**src/rtl/core/dual_channel_pid_controller_top_defines.svh**
```systemverilog
// ---------------------------------------------------------------------------
// Assertion macros for the dual channel PID controller
// Shared concurrent assertion forms used by the top-level RTL module.
// ---------------------------------------------------------------------------
`ifndef DUAL_CHANNEL_PID_CONTROLLER_TOP_DEFINES_SVH
`define DUAL_CHANNEL_PID_CONTROLLER_TOP_DEFINES_SVH

// Check that the consequent holds in the same cycle as the antecedent
`define DCPID_ASSERT_IMPLIES(label, clk, rst, ante, cons, msg) \
   label: assert property (@(posedge clk) disable iff (rst) (ante) |-> (cons)) \
      else $error(msg);

// Check that the consequent holds in the cycle after the antecedent
`define DCPID_ASSERT_NEXT(label, clk, rst, ante, cons, msg) \
   label: assert property (@(posedge clk) disable iff (rst) (ante) |=> (cons)) \
      else $error(msg);

`endif

```
**src/rtl/core/dcpid_ram.sv**
```systemverilog
// ---------------------------------------------------------------------------
// dcpid_ram
// Generic single write port, single read port RAM with registered read data.
// ---------------------------------------------------------------------------
module dcpid_ram #(
   parameter int WIDTH = 32,
   parameter int DEPTH = 2,
   parameter int AW    = (DEPTH > 1) ? $clog2(DEPTH) : 1
) (
   input  logic             clock,
   input  logic             wr_en,
   input  logic [AW-1:0]    wr_addr,
   input  logic [WIDTH-1:0] wr_data,
   input  logic             rd_en,
   input  logic [AW-1:0]    rd_addr,
   output logic [WIDTH-1:0] rd_data
);

   logic [WIDTH-1:0] mem_ff [DEPTH];
   logic [WIDTH-1:0] rd_data_ff;

   // Write port
   always_ff @(posedge clock) begin
      if (wr_en) begin
         mem_ff[wr_addr] <= wr_data;
      end
   end

   // Registered read port
   always_ff @(posedge clock) begin
      if (rd_en) begin
         rd_data_ff <= mem_ff[rd_addr];
      end
   end

   assign rd_data = rd_data_ff;

endmodule

```
**config.mk**
```make
export PLATFORM = sky130hd
export DESIGN_NAME = dcpid_ram
export DESIGN_NICKNAME = d
export VERILOG_FILES = /design/src/rtl/core/dual_channel_pid_controller_top_defines.svh /design/src/rtl/core/dcpid_ram.sv
export SDC_FILE = /design/constraint.sdc
export NUM_CORES = 1
export LEC_CHECK = 0
export ABC_AREA = 1
export BUFFER_PORTS_ARGS = -buffer_cell sky130_fd_sc_hd__buf_2
export CORE_ASPECT_RATIO = 1.2
export CORE_UTILIZATION = 35
export DETAILED_ROUTE_END_ITERATION = 10
export PLACE_DENSITY = 0.66
export SKIP_CTS_REPAIR_TIMING = 1
export SLEW_MARGIN = 20
export SYNTH_ARGS = -nofsm -noshare
export SYNTH_HDL_FRONTEND = slang
export SYNTH_SLANG_ARGS = --single-unit
```
**constraint.sdc**
```tcl
create_clock -name clock -period 2.85 [get_ports clock]
set_input_delay 0.4275 -clock clock [delete_from_list [all_inputs] [get_ports clock]]
set_output_delay 0.4275 -clock clock [all_outputs]
set_load 0.05 [all_outputs]
```
* Word level (Yosys, flattened, before mapping)
Memory sizes are Yosys's and may differ from the RTL's. A register that Yosys moved wholly into a read port is not among the register bits.
Index checks and enable logic that the tools add are counted.
** Cells by class
- Mux-type cells :: 2
** Operator list (count)
- $mux 1 :: 2
** Storage, ports and cells
- RAM bits :: 64
- Register bits after elaboration :: 0
- Output and inout bits :: 32
- Input bits :: 37
- Memories kept :: 1
- Word-level logic and storage cells :: 3
** Memory list
- mem_ff :: depth 2, width 32, read ports 1, clocked after Yosys merged registers in 1, wr ports 1, line dcpid_ram.sv:19 : logic [WIDTH-1:0] mem_ff [DEPTH];

* Logic depth before layout (Yosys ltp)
- Word-level depth :: 2
- Mapped depth :: 5
- Mapped depth without buffers :: 3

* Worst setup path after synthesis
OpenSTA, ideal clock, no wires.
- Path kind :: input port to flip-flop
- Start :: input wr_en
- End :: memory mem_ff[0][0] (enable)
- Arrival time :: 1.817 ns
- Stages :: 2
- Required time :: 2.428 ns
- Buffers on the path :: 0
- Path slack :: 0.612 ns
- Setup time :: 0.422 ns
- Path through :: inv_1 nor2_1
** On the way
- Cells in the longest elaborated chain, start to end :: 2
** Ends and longest elaborated chain
- from (decl) :: line dcpid_ram.sv:11 : input logic wr_en,
- $mux 1 :: line dcpid_ram.sv:24 : if (wr_en) begin
- $mux 1 (not written as such) :: line dcpid_ram.sv:25 : mem_ff[wr_addr] <= wr_data;
- to (decl) :: line dcpid_ram.sv:19
Every way passes these cells.

* Worst setup path in the final report
- Start :: register rd_data_ff[18] (netlist: rd_data[18]) (read register of mem_ff)
- End :: output rd_data[18]
** RTL lines
- from (decl) :: line dcpid_ram.sv:20 : logic [WIDTH-1:0] rd_data_ff;
- to (decl) :: line dcpid_ram.sv:16 : output logic [WIDTH-1:0] rd_data
No word-level cell between the ends.

==> impl_metrics.json <==
{
  "yosys-top-cells-area": "edfxtp_1 (85%), nand2_1 (9.6%), nand2_2 (1.8%)",
  "timing.final.crit_period_ns": 1.390,
  "cp_slowest_cell": "edfxtp_1",
  "drv_slew": 0,
  "yosysTopAreaCell": "edfxtp_1",
  "clockBufferDepth": 2,
  "synth_top_area_frac": 0.8505,
  "yosysWarnings": 0,
  "syn_area_per_cell_um2": 16.62,
  "detailedPlacementHpwl_um": 3221,
  "drtPass1Iterations": 6,
  "port_buffers": 68,
  "track_usage": 0.1054,
  "ir_worst_vdd_v": 0.0003744,
  "syn_nets": 241,
  "ys_seq_area_frac": 0.8505,
  "path_buf_inv": 1,
  "grt_max_degree": 33,
  "final_layout_size_suffix_gt1_frac": 0.3474,
  "grt_pass1_vias": 1483,
  "ant_nets": 0,
  "crit_type": "flop to output port",
  "core-area_um2": 9467,
  "rsz0062_at_grt": "false",
  "cts.htree.levels": 3,
  "fin_nets": 317,
  "grt_pass1_wl_um": 7534,
  "max_stage_delay_ns": 0.41,
  "die_h_um": 109.8,
  "synth_area_um2": 3390,
  "cts-root-buf": "clkbuf_16",
  "fmax_mhz": 719.6,
  "vias": 1704,
  "place_area_um2": 3826,
  "powerDensity_nw_per_um2": 772.4,
  "core.rowCount": 39,
  "netlist_instances": 204,
  "numCtsBuffers": 9,
  "antenna_found_initial": 0,
  "cts.sinks": 96,
  "setup_viol": 0,
  "diodes": 0,
  "hold_class": "primary input to flop",
  "start_util": 0.3580,
  "finalClockSkew_ns": 0.004158,
  "cp-start-kind": "flop",
  "drt_wl_total_um": 5044,
  "cp_cell_sequence": "buf_2",
  "relSlewSlack": 0.4995,
  "layout-area-overhead-vs-synth_pct": 22.33,
  "synthDistinctLibCells": 9,
  "required_ns": 2.42,
  "wire_per_inst_um": 12.36,
  "finalHoldViolations": 0,
  "final.fill_count": 853,
  "endpoint_kind": "output port",
  "fin_crit_sh": 0.4876,
  "worstPathMaxFanout": 1,
  "finalCoreUtilization": 0.4380,
  "gp_congestion": 0.6246,
  "placed_cells": 392,
  "ios": 69,
  "initialDrtViolationCount": 68,
  "instances_no_fill": 408,
  "vias_per_cell": 4.176,
  "ys_ff_latch": 96,
  "clk_pin_slew_ns": 0.06,
  "cap_violations": 0,
  "die-width_um": 91.84,
  "fin_setup_tns_ns": 0,
  "worstPathArrival_ns": 0.96,
  "drc_errors": 0,
  "status": "completed",
  "final_cell_area_um2": 4146,
  "cts_tree": "built",
  "clock_latency_ns": 0.32,
  "tightestPinTransition_ns": 0.7508,
  "die-area_um2": 10080,
  "total_power_mw": 3.203,
  "grt_overflow": 0,
  "p_leak_nw": 1.676,
  "critPathTopFamily": "flip-flops"
}
where the power goes:
| part | switching (mW) | leakage, nW | internal (mW) |
|---|---|---|---|
| logic | 0.203 | 0.600 | 0.0628 |
| registers | 0.0239 | 0.918 | 1.67 |
| clock network | 0.476 | 0.157 | 0.769 |
| total | 0.703 | 1.68 | 2.50 |
state kept, by name, summed over array words and instances (netlist names):
signal,count
mem_ff,64
rd_data,32
worst paths after layout:
kind                            cells past startpoint  slack, ns           from            end
worst max-delay path                                1       1.46    rd_data[18]    rd_data[18]
worst min-delay path                                1       0.29    wr_data[17]  mem_ff[0][17]
worst max register to register                      2       2.10   mem_ff[0][2]     rd_data[2]
worst min register to register                      2       0.51  mem_ff[0][22]    rd_data[22]
stage by stage:
step / hold WS (ns) / setup WS (ns)
4_1_cts: 0.2760 / 1.448
5_1_grt: 0.2736 / 1.425
2_1_floorplan: 0.4874 / 0.6116
3_5_place_dp: 0.4964 / 1.173
6_report: 0.2873 / 1.460
3_3_place_gp: 0.4901 / 1.191
cells in the final DEF (no fill, tap or decap):
| master | instances |
|---|---|
| nand2_2 | 10 |
| clkbuf_16 | 9 |
| clkinv_1 | 1 |
| bufinv_16 | 2 |
| inv_8 | 1 |
| nand2_1 | 87 |
| buf_2 | 68 |
| edfxtp_1 | 96 |
| nor2_4 | 1 |
| clkinv_4 | 2 |
| inv_1 | 2 |
| inv_6 | 1 |
| buf_4 | 4 |
| clkinv_2 | 1 |
cell usage after synthesis:
cell / count
clkbuf_8: 3
inv_1: 2
buf_6: 3
nand2_1: 87
inv_8: 1
nand2_2: 10
nor2_1: 1
edfxtp_1: 96
buf_12: 1
metal layers:
metal | vias up | track usage | wire, µm
li1 | 862 | - | -
met1 | 786 | 0.1251 | 2158
met2 | 51 | 0.1692 | 2451
met3 | 5 | 0.03320 | 357
met4 | 0 | 0.06362 | 76
met5 | - | 0 | 0
layout make-up:
class / count / area, µm² / area share
Timing Repair Buffer: 72 / 370.4 / 0.08932
Clock inverter: 7 / 95.09 / 0.02293
Inverter: 3 / 18.77 / 0.004526
Sequential cell: 96 / 2883 / 0.6952
Tap cell: 123 / 153.9 / 0.03712
Multi-Input combinational cell: 98 / 400.4 / 0.09656
Clock buffer: 9 / 225.2 / 0.05431
cell families (layout without fill, tap and decap cells):
| kind of cell | Yosys count | count (layout) | synth area share |
|---|---|---|---|
| buffers and inverters | 10 | 91 | 0.03359 |
| and+or+nand+nor | 98 | 98 | 0.1159 |
| DFF | 96 | 96 | 0.8505 |
Power figures use the tool's default switching activity.
