--- src/rtl/core/dual_channel_pid_controller_top_defines.svh ---
// ---------------------------------------------------------------------------
// Assertion macros for the dual channel PID controller
// Shared concurrent assertion forms used by the top-level RTL module.
// ---------------------------------------------------------------------------
`ifndef DUAL_CHANNEL_PID_CONTROLLER_TOP_DEFINES_SVH
`define DUAL_CHANNEL_PID_CONTROLLER_TOP_DEFINES_SVH

// Check that the consequent holds in the same cycle as the antecedent
`define DCPID_ASSERT_IMPLIES(label, clk, rst, ante, cons, msg) \
   label: assert property (@(posedge clk) disable iff (rst) (ante) |-> (cons)) \
      else $error(msg);

// Check that the consequent holds in the cycle after the antecedent
`define DCPID_ASSERT_NEXT(label, clk, rst, ante, cons, msg) \
   label: assert property (@(posedge clk) disable iff (rst) (ante) |=> (cons)) \
      else $error(msg);

`endif

--- src/rtl/core/dcpid_div.sv ---
// ---------------------------------------------------------------------------
// dcpid_div
// Unsigned restoring divider, two quotient bits per cycle.
// The dividend is {num_hi, num_lo}; num_hi must be below den.
// ---------------------------------------------------------------------------
module dcpid_div #(
   parameter int QW = 32,
   parameter int VW = 32
) (
   input  logic          clock,
   input  logic          reset,
   input  logic          start,
   input  logic [VW-1:0] num_hi,
   input  logic [QW-1:0] num_lo,
   input  logic [VW-1:0] den,
   output logic          busy,
   output logic [QW-1:0] quo,
   output logic [VW-1:0] rem
);

   localparam int STEPS = QW / 2;
   localparam int CW    = $clog2(STEPS + 1);

   logic [CW-1:0] cnt_ff;
   logic [CW-1:0] cnt_in;
   logic [VW-1:0] rem_ff;
   logic [VW-1:0] rem_in;
   logic [QW-1:0] quo_ff;
   logic [QW-1:0] quo_in;
   logic [VW-1:0] den_ff;

   // Two restoring steps: shift in a dividend bit, subtract when it fits
   always_comb begin
      logic [VW:0]   trial;
      logic [VW-1:0] r;
      logic [QW-1:0] q;
      r = rem_ff;
      q = quo_ff;
      for (int k = 0; k < 2; k++) begin
         trial = {r, q[QW-1]};
         q     = {q[QW-2:0], 1'b0};
         if (trial >= {1'b0, den_ff}) begin
            trial = trial - {1'b0, den_ff};
            q[0]  = 1'b1;
         end
         r = trial[VW-1:0];
      end
      rem_in = r;
      quo_in = q;
      cnt_in = cnt_ff - CW'(1);
   end

   // Load on start, iterate while busy
   always_ff @(posedge clock) begin
      if (reset) begin
         cnt_ff <= '0;
      end else if (start) begin
         cnt_ff <= CW'(STEPS);
         rem_ff <= num_hi;
         quo_ff <= num_lo;
         den_ff <= den;
      end else if (busy) begin
         cnt_ff <= cnt_in;
         rem_ff <= rem_in;
         quo_ff <= quo_in;
      end
   end

   assign busy = (cnt_ff != '0);
   assign quo  = quo_ff;
   assign rem  = rem_ff;

endmodule

--- config.mk ---
export PLATFORM = sky130hd
export DESIGN_NAME = dcpid_div
export DESIGN_NICKNAME = d
export VERILOG_FILES = /design/src/rtl/core/dual_channel_pid_controller_top_defines.svh /design/src/rtl/core/dcpid_div.sv
export SDC_FILE = /design/constraint.sdc
export NUM_CORES = 1
export LEC_CHECK = 0
export ABC_AREA = 1
export BUFFER_PORTS_ARGS = -buffer_cell sky130_fd_sc_hd__buf_2
export CORE_ASPECT_RATIO = 0.9
export CORE_UTILIZATION = 58
export DETAILED_ROUTE_END_ITERATION = 12
export PLACE_DENSITY = 0.83
export SLEW_MARGIN = 5
export SYNTH_ARGS = -nofsm -noshare
export SYNTH_HDL_FRONTEND = slang
export SYNTH_SLANG_ARGS = --single-unit
--- constraint.sdc ---
create_clock -name clock -period 6.4 [get_ports clock]
set_clock_uncertainty 0.15 [all_clocks]
set_input_delay 1.28 -clock clock [delete_from_list [all_inputs] [get_ports clock]]
set_output_delay 1.28 -clock clock [all_outputs]
set_load 0.005 [all_outputs]
# Yosys cells after proc, flatten, opt, wreduce, memory -nomap -nowiden

Index checks and enable logic that the tools add are counted.

Add/sub/neg operators: 3
Multiply operators: 0
Div/mod/pow operators: 0
Order comparisons: 2
Equal/unequal tests: 0
Shifts and indexed selects: 0
Mux-type cells: 10
Bitwise logic cells: 1
Reduce and logical (&&, ||, !) cells: 5

Operators with widths:

| operator            | count |
|---|---|
| $mux 32             | 6 |
| $ge 33x32->1        | 2 |
| $sub 32x32->32      | 2 |
| $mux 5              | 2 |
| $reduce_bool 5->1   | 1 |
| $sub 5x1->5 const B | 1 |
| $reduce_and 2->1    | 2 |
| $mux 1              | 2 |
| $reduce_bool 2->1   | 1 |
| $reduce_or 2->1     | 1 |
| $not 1->1           | 1 |

Register bits after elaboration: 101
Bits in latches: 0
Bits in writable memories: 0
Bits in read-only memories: 0
Bits of input ports: 99
Output and inout bits: 65
Memories: 0

# Logic depth before layout (Yosys ltp)

Gate-level depths: netlist (run 1).

Word-level depth: 6
Mapped depth: 34
Depth with buffers taken out: 31

# Worst setup path before layout (run 1)

OpenSTA, ideal clock, no wires.

Kind: input to register
Start: input port start
End: register quo_ff[0] (netlist: quo[0]) (enable)
Arrival: 4.871 ns
Setup slack: 0.871 ns
Stages on the path: 4
Path through: inv_1 clkbuf_1 clkbuf_1 a21oi_1

Word-level cells in the longest chain between the ends: 2

RTL lines:

| what                        | RTL line        | text |
|---|---|---|
| start: declaration          | dcpid_div.sv:12 | `input logic start,` |
| $reduce_bool 2->1 (no line) | n/a             |  |
| $reduce_and 2->1 (no line)  | n/a             |  |
| end signal: assignment      | dcpid_div.sv:60 | `quo_ff <= num_lo;` |
| end signal: assignment      | dcpid_div.sv:65 | `quo_ff <= quo_in;` |
| end: declaration            | dcpid_div.sv:28 | `logic [QW-1:0] quo_ff;` |

Every way passes these cells.
A chain may end at the register's enable or synchronous reset.

# Worst setup path in the final report (run 1)

Start: register rem_ff[11] (netlist: rem[11])
End: register rem_ff[8] (netlist: rem[8]) (data pin)

Word-level cells in the longest chain between the ends: 6
Elaborated cells between the ends (all ways): 8
Those cells by class: add/sub: 2; order compare: 2; mux: 4

RTL lines:

| what                                           | RTL line                         | text |
|---|---|---|
| start: declaration                             | dcpid_div.sv:26                  | `logic [VW-1:0] rem_ff;` |
| start signal: assignment                       | dcpid_div.sv:59                  | `rem_ff <= num_hi;` |
| start signal: assignment                       | dcpid_div.sv:64                  | `rem_ff <= rem_in;` |
| $ge 33x32->1 or $sub 32x32->32 (tied branches) | dcpid_div.sv:42, dcpid_div.sv:43 |  |
| $mux 32 *                                      | dcpid_div.sv:42                  | `if (trial >= {1'b0, den_ff}) begin` |
| $sub 32x32->32 or $ge 33x32->1 (tied branches) | dcpid_div.sv:43, dcpid_div.sv:42 |  |
| $mux 32 *                                      | dcpid_div.sv:42                  |  |
| $mux 32 *                                      | dcpid_div.sv:62                  | `end else if (busy) begin` |
| $mux 32 *                                      | dcpid_div.sv:57                  | `end else if (start) begin` |

Mark *: on every way between the ends. The rest lies on a longest branch, timed or not. The select of a mux whose other input is x is not followed.

==> summary.txt, run 1 <==
Clocking
  • Post-CTS Setup Bufs: 0
  • CTS Hold Bufs: 0
  • CTS tree: yes
  • TritonCTS Buffers: 9
  • Clock root buffer: clkbuf_16
  • Clock latency on the worst-skew pair: around 0.36 ns
  • CTS max path bufs: 2
  • Post-CTS Resized: 0
  • H-tree depth: 3
  • Clock transition at the registers of the reported paths: ~0.08 ns
  • CTS sink cnt: 101

Logic synthesis
  • Leading post-synthesis cells by cell area: edfxtp_1 (31%), nand2_1 (21%), ha_1 (9.0%)
  • YS warnings: 0
  • Cells after Synth: 1362
  • Post-synth cell types: between 40 and 50
  • Syn_area_per_cell: a little under 7 µm²
  • Yosys top cell by area: edfxtp_1
  • Synthesized flop and latch total: 101
  • Seq/Total Area, Yosys: roughly a third
  • Post-Syn Nets: 1529
  • Mapped Area: 9180 µm²
  • Fraction of post-synthesis cell area in the top cell type by area: 31.4%

STA
  • Fin crit share: approximately 90%
  • Slew headroom: between 20 and 30%
  • Hold Fails Final Rpt: 0
  • Worst Max-Slew Pin Slew: 1.07 ns
  • RSZ-0062 raised after global routing: no
  • Tmin final: 5.62 ns
  • Setup violators final: 0
  • Max frequency: 0.178 GHz
  • Hold slack: 0.339 ns
  • Post-route setup TNS: 0 ns
  • Pins Over Slew Limit: 0

Worst setup path
  • Critical R2R Launch: rem[11]
  • Slowest cell on crit path: nor2_4
  • CP required: ~6.4 ns
  • CP arrival: 5.58 ns
  • Critical Path Source Type: flip-flop
  • Worst setup EP type: flip-flop
  • Critical path buffers and inverters: 2
  • CP Class: reg2reg
  • Critical path origin: rem[11]
  • Worst Path Max Fanout: 34
  • Slowest stage delay, CP: 0.66 ns
  • Top cell by count, worst path: nand2_1
  • Crit-path leading delay family: simple AND/OR/NAND/NOR gates
  • Crit path depth: 24
  • R2R depth: 24
  • Crit path cell chain: ha_1, nand2_1, nor2_1, nand2_1, nor2_1, nand2_1, nand3_1, nand2_2, nand2_2, buf_12, nand2_1, o21ai_0, inv_1, ha_1, nand2_1, nor2_1, nand4_1, nor2_1, a41oi_1, nand2_1, nor2_4, nand3_1, nand3_1, nand2_1
  • R2R setup slack: 0.78 ns

Floorplanning
  • Floorplan core area: 15400 µm²
  • Die height: 121 µm
  • Starting Density: 59.4%
  • Die area: 16300 µm²
  • IO Pins: 164
  • Num rows: 43
  • Die Wd: 135 µm

Global routing
  • M3 GR Usage: 8.10%
  • Met1 usage: 50.9%
  • Largest net degree at the start of global routing: just under 70
  • Vias in the first global route: 8706
  • Met2 usage: between 50% and 60%
  • Total track usage: 36.9%
  • Global route total overflow: 0
  • GR peak layer: met2
  • First-pass GRT wire length: 45400 µm
  • Initial antenna violation count: 0

Routing
  • Iter 0 DRT Violations: 1025
  • Post-route ant nets: 0
  • WL/cell: between 15 and 20 µm
  • DRC: 0
  • Total Routed Length: 29500 µm
  • First drt pass iteration count: 6
  • Avg Vias per Cell: 5.54
  • Total number of vias: 9515

Worst hold path
  • Worst Hold Depth: 1
  • Hold WC Path Type: reg2reg
  • Worst Hold Launch: cnt_ff[0]

Run status
  • Status: finished clean

Place
  • Post-DP HPWL: 23500 µm
  • Routability Congestion: approximately 1
  • Port Buf Inserts: 163

Flow run
  • Maxcap violations: 0

Final layout
  • Area taken by multi-input logic gates: 5250 µm²
  • Fillers: roughly 1400
  • Sequential Area: 2980 µm²
  • Synth-to-Final Area Change: 14.0%
  • Final net count: 1678
  • Core Util, Final: 67.7%
  • Share of layout cells above drive strength 1: 13.7%
  • # diodes: 0
[area by class of cell]
type	count	area share, %
inverters	208	7.47
clock inverters	7	0.981
clock buffers	9	2.15
repair buffers	168	8.28
flip-flops and latches	101	28.5
well taps	202	2.42
multi-input cells	1023	50.2
[worst register-to-register path, delay by kind of cell (launching register included)]
family | cells | cell delay, ns
DFF | 1 | 0.48
AOI/OAI and AO/OA | 2 | 0.47
adders and majority gates | 2 | 0.76
buffers and inverters | 2 | 0.34
and+or+nand+nor | 18 | 3.16
[cells by family after synthesis]
family                     Yosys count  synth area share [%]
DFF                                101                  32.5
adders and majority gates           68                  9.44
AOI/OAI and AO/OA                  154                  9.20
xor gates and xnor gates            42                  4.01
and+or+nand+nor                    759                  34.3
buffers and inverters              238                  10.5
[layout by cell type, fill, tap and decap left out, types with 3 or more instances in the layout]
| cell | count |
|---|---|
| nand2_1 | 504 |
| inv_1 | 200 |
| buf_2 | 163 |
| nand3_1 | 102 |
| edfxtp_1 | 96 |
| nor2_1 | 94 |
| ha_1 | 66 |
| a21oi_1 | 65 |
| o21ai_0 | 50 |
| xnor2_1 | 31 |
| nand4_1 | 19 |
| nor3_1 | 15 |
| xor2_1 | 11 |
| o21bai_1 | 10 |
| o21ai_1 | 9 |
| clkbuf_16 | 9 |
| inv_2 | 7 |
| a21boi_0 | 6 |
| nand3b_1 | 5 |
| dfxtp_1 | 5 |
| a21o_1 | 4 |
| buf_4 | 4 |
| nand2_2 | 3 |
| and2_1 | 3 |
| o21a_1 | 3 |
[worst paths after layout]
check,to
min,cnt_ff[0]
min reg2reg,cnt_ff[0]
max reg2reg,rem[8]
max,rem[8]
[synthesized netlist by cell type, drive strengths merged]
| master | n |
|---|---|
| a211oi | 2 |
| a21boi | 7 |
| a21o | 4 |
| a21oi | 67 |
| a31oi | 1 |
| a41oi | 1 |
| and2 | 3 |
| buf | 15 |
| clkbuf | 15 |
| clkinv | 1 |
| dfxtp | 5 |
| edfxtp | 96 |
| fa | 2 |
| ha | 66 |
| inv | 207 |
| nand2 | 508 |
| nand2b | 1 |
| nand3 | 104 |
| nand3b | 5 |
| nand4 | 20 |
| nor2 | 98 |
| nor3 | 17 |
| nor4 | 2 |
| o21a | 3 |
| o21ai | 59 |
| o21bai | 10 |
| or2 | 1 |
| xnor2 | 31 |
| xor2 | 11 |
[stage by stage]
step                std cells  setup WS, ns  area, µm²
floorplan                1362         0.871       9180
global placement         1702         0.990      10100
detailed placement       1702         0.928      10100
CTS                      1718         0.916      10500
global route             1718         0.403      10500
finish                   1718         0.779      10500
[flip-flops by register name, indices dropped and copies added, names as in the netlist]
| register | cells |
|---|---|
| cnt_ff | 5 |
| den_ff | 32 |
| quo | 32 |
| rem | 32 |
[routing by layer]
metal	share of wire, %	routed length [µm]
met1	44	12900
met3	10	3010
met2	43	12800
met4	2.7	791
met5	0.22	64
Power of run 1 is left out: the tool's default activity adds up to more than one toggle a clock period on the data nets, which glitch-free logic cannot reach.
==> inputs of run 2 (changes only) <==
--- a/config.mk
+++ b/config.mk
@@ -5,10 +5,9 @@
 export SDC_FILE = /design/constraint.sdc
 export NUM_CORES = 1
 export LEC_CHECK = 0
-export ABC_AREA = 1
 export BUFFER_PORTS_ARGS = -buffer_cell sky130_fd_sc_hd__buf_2
 export CORE_ASPECT_RATIO = 0.9
-export CORE_UTILIZATION = 58
+export CORE_UTILIZATION = 57
 export DETAILED_ROUTE_END_ITERATION = 12
 export PLACE_DENSITY = 0.83
 export SLEW_MARGIN = 5
==> run 2 against run 1 <==
The flow now finishes with violations (design-rule violations). Maximum frequency down 7.9%. Final area down 8.4%. Area after synthesis down 11%. Global-route usage down 9.6 points. Non-clock buffer count up 13. Largest cell class unchanged.
==> summary.txt, run 2 <==
Floorplanning
  • Floorplan core area: 14000 µm² (-9.3%)
  • Die height: 115 µm (-4.9%)
  • Die area: 14800 µm² (-9.5%)
  • IO Pins: 164 (unchanged)
  • Die Wd: 128 µm (-4.9%)
  • Num rows: 41 (-4.7%)
  • Starting Density: 58.2% (-1.2 points)

Global routing
  • GR peak layer: met2
  • M3 GR Usage: 6.83% (-1.3 points)
  • Largest net degree at the start of global routing: 42 (-38%)
  • Total track usage: 27.3% (-9.6 points)
  • Global route total overflow: 0 (unchanged)
  • First-pass GRT wire length: 31600 µm (-30%)
  • Vias in the first global route: 6602 (-24%)
  • Met1 usage: 34.8% (-16 points)
  • Initial antenna violation count: 0 (unchanged)
  • Met2 usage: 45.6% (-12 points)

Worst setup path
  • Crit-path leading delay family: compound AO/OA/AOI/OAI gates
  • Critical Path Source Type: flip-flop
  • Worst Path Max Fanout: 24 (-29%)
  • Worst setup EP type: flip-flop
  • Crit path cell chain: ha_1, a21oi_1, o21ai_1, o2bb2ai_1, nor2b_1, o31ai_1, a31oi_1, or4_1, buf_6, mux2_1, ha_1, o21a_1, o31a_1, o2111ai_2, nand4_1, a2111oi_2, o21bai_1, a31oi_1, xnor2_1, mux2_2, mux2_2
  • CP required: 6.36 ns (about the same)
  • CP Class: reg2reg
  • Critical path buffers and inverters: 1 (-1)
  • CP arrival: 6.07 ns (+0.49 ns)
  • R2R setup slack: 0.30 ns (-0.48 ns)
  • Slowest stage delay, CP: 0.46 ns (-0.20 ns)
  • Slowest cell on crit path: or4_1

Logic synthesis
  • Fraction of post-synthesis cell area in the top cell type by area: 35.4% (+4.0 points)
  • Post-synth EDFFs: 96 (unchanged)
  • Cells after Synth: 802 (-41%)
  • Seq/Total Area, Yosys: 36.6% (+4.1 points)
  • Mapped Area: 8150 µm² (-11%)
  • Synth cell count leaders: edfxtp_1 (96), inv_1 (67), ha_1 (66)
  • Post-synth cell types: 67 (+56%)
  • Post-synth top flop: edfxtp_1
  • YS warnings: 0 (unchanged)
  • Yosys top cell by area: edfxtp_1
  • Leading post-synthesis cells by cell area: edfxtp_1 (35%), ha_1 (10%), mux2_2 (6.2%)
  • Syn_area_per_cell: 10.2 µm² (+51%)
  • Synthesized flop and latch total: 101 (unchanged)
  • Dominant cell by count in the synthesized netlist: edfxtp_1
  • Post-Syn Nets: 969 (-37%)
  • Ys async rst share: 0% (unchanged)

Final layout
  • Most common cell after layout, fill and taps aside: buf_2
  • Most frequent cells in the layout: buf_2 (162), edfxtp_1 (96), inv_1 (67)
  • Synth-to-Final Area Change: 17.5%
  • # diodes: 0 (unchanged)
  • Final net count: 1137 (-32%)
  • Share of layout cells above drive strength 1: 26.4% (+13 points)

Routing
  • First drt pass iteration count: 12 (+6)
  • Total Routed Length: 19900 µm (-33%)
  • Avg Vias per Cell: 5.88 (+6.1%)
  • Post-route ant nets: 0 (unchanged)
  • Total number of vias: 6862 (-28%)
  • Iter 0 DRT Violations: 471 (-54%)
  • DRC: 2 (+2)
  • WL/cell: 17.0 µm (-0.92%)

STA
  • Hold slack: 0.386 ns (+0.0475 ns)
  • Fin crit share: 95.3% (+7.5 points)
  • Max frequency: 0.164 GHz (-7.9%)
  • Worst Max-Slew Pin Slew: 0.989 ns (-0.0822 ns)
  • Pins Over Slew Limit: 0 (unchanged)
  • Setup violators final: 0 (unchanged)
  • Slew headroom: 33.9% (+5.5 points)
  • Hold Fails Final Rpt: 0 (unchanged)
  • Tmin final: 6.10 ns (+0.481 ns)

Clocking
  • CTS tree: yes
  • TritonCTS Buffers: 9 (unchanged)
  • Clock root buffer: clkbuf_16
  • CTS max path bufs: 2 (unchanged)
  • H-tree depth: 3 (unchanged)
  • CTS sink cnt: 101 (unchanged)
  • Clock latency on the worst-skew pair: 0.37 ns (about the same)
  • Clock transition at the registers of the reported paths: 0.09 ns (about the same)
  • CTS Hold Bufs: 0 (unchanged)

Place
  • Post-DP HPWL: 15300 µm (-35%)
  • Port Buf Inserts: 163 (unchanged)
  • Routability Congestion: 0.933 (-4.5%)

Run status
  • Status: finished with violations
  • Failing checks: design-rule violations

Flow run
  • Maxcap violations: 0 (unchanged)

Worst hold path
  • Hold WC Path Type: reg2reg
## run 2: cell types whose count changed in the layout (fill, tap and decap cells not counted), sizes merged, moves of 12 or more
cell,before,now
inv,210,71
nand2,508,47
xnor2,31,43
a21oi,67,51
buf,168,181
nor2,98,50
a21o,4,35
nand3,104,14
o21ai,59,36
mux2i,0,42
mux2,0,73
## run 2: logic make-up (layout without fill, tap and decap cells)
group           Yosys count  after routing  synth area share [%]
simple gates            178            178                  10.6
flops                   101            101                  36.6
fa+ha+maj                68             68                  10.6
mux                     115            115                  15.3
xor+xnor                 55             55                  5.91
compound gates          194            194                  16.1
buf+inv                  91            264                  4.91
## run 2: tightest hold or removal path, cell delays in order, from the launching register on
cell and delay, ns:
dfxtp_1 0.35, a211oi_1 0.08, nor2_1 0.07
## run 2: per-layer routing
layer | wire length, µm | vias to the layer above
met5 | 0 | -
li1 | - | 3341
met4 | 421 | 0
met1 | 8810 | 3220
met2 | 9120 | 267
met3 | 1520 | 34
## run 2: worst paths after layout
| check | startpoint | end | cells after the start |
|---|---|---|---|
| setup / recovery | rem[5] | rem[19] | 21 |
| hold / removal | cnt_ff[4] | cnt_ff[4] | 2 |
| setup reg to reg | rem[5] | rem[19] | 21 |
| hold reg to reg | cnt_ff[4] | cnt_ff[4] | 2 |
## run 2: stage by stage
stage          std cells  setup TNS (ns)  setup WS, ns  instance area, µm²  utilization [%]
6_report            1168               0         0.298                9580             68.4
2_1_floorplan        802               0         0.748                8150                -
5_1_grt             1168         -0.0176       -0.0176                9580             68.4
3_3_place_gp        1146               0         0.445                9160             65.4
4_1_cts             1162               0         0.150                9490             67.8
3_5_place_dp        1146               0         0.221                9160             65.4
## run 2: what timing repair did
action,CTS,global route
resized for setup,0,7
setup buffers,0,6
endpoints found under the hold margin,0,0
setup endpoints to repair,0,31
## run 2: cell type report
cell class / instances / area [µm²]
well taps: 193 / 241
repair buffers: 181 / 970
clock buffers: 9 / 225
flip-flops and latches: 101 / 2980
inverters: 67 / 251
multi-input cells: 610 / 4800
clock inverters: 7 / 103
fillers: 1116 / 4430
Power of run 2 is left out for the same reason.
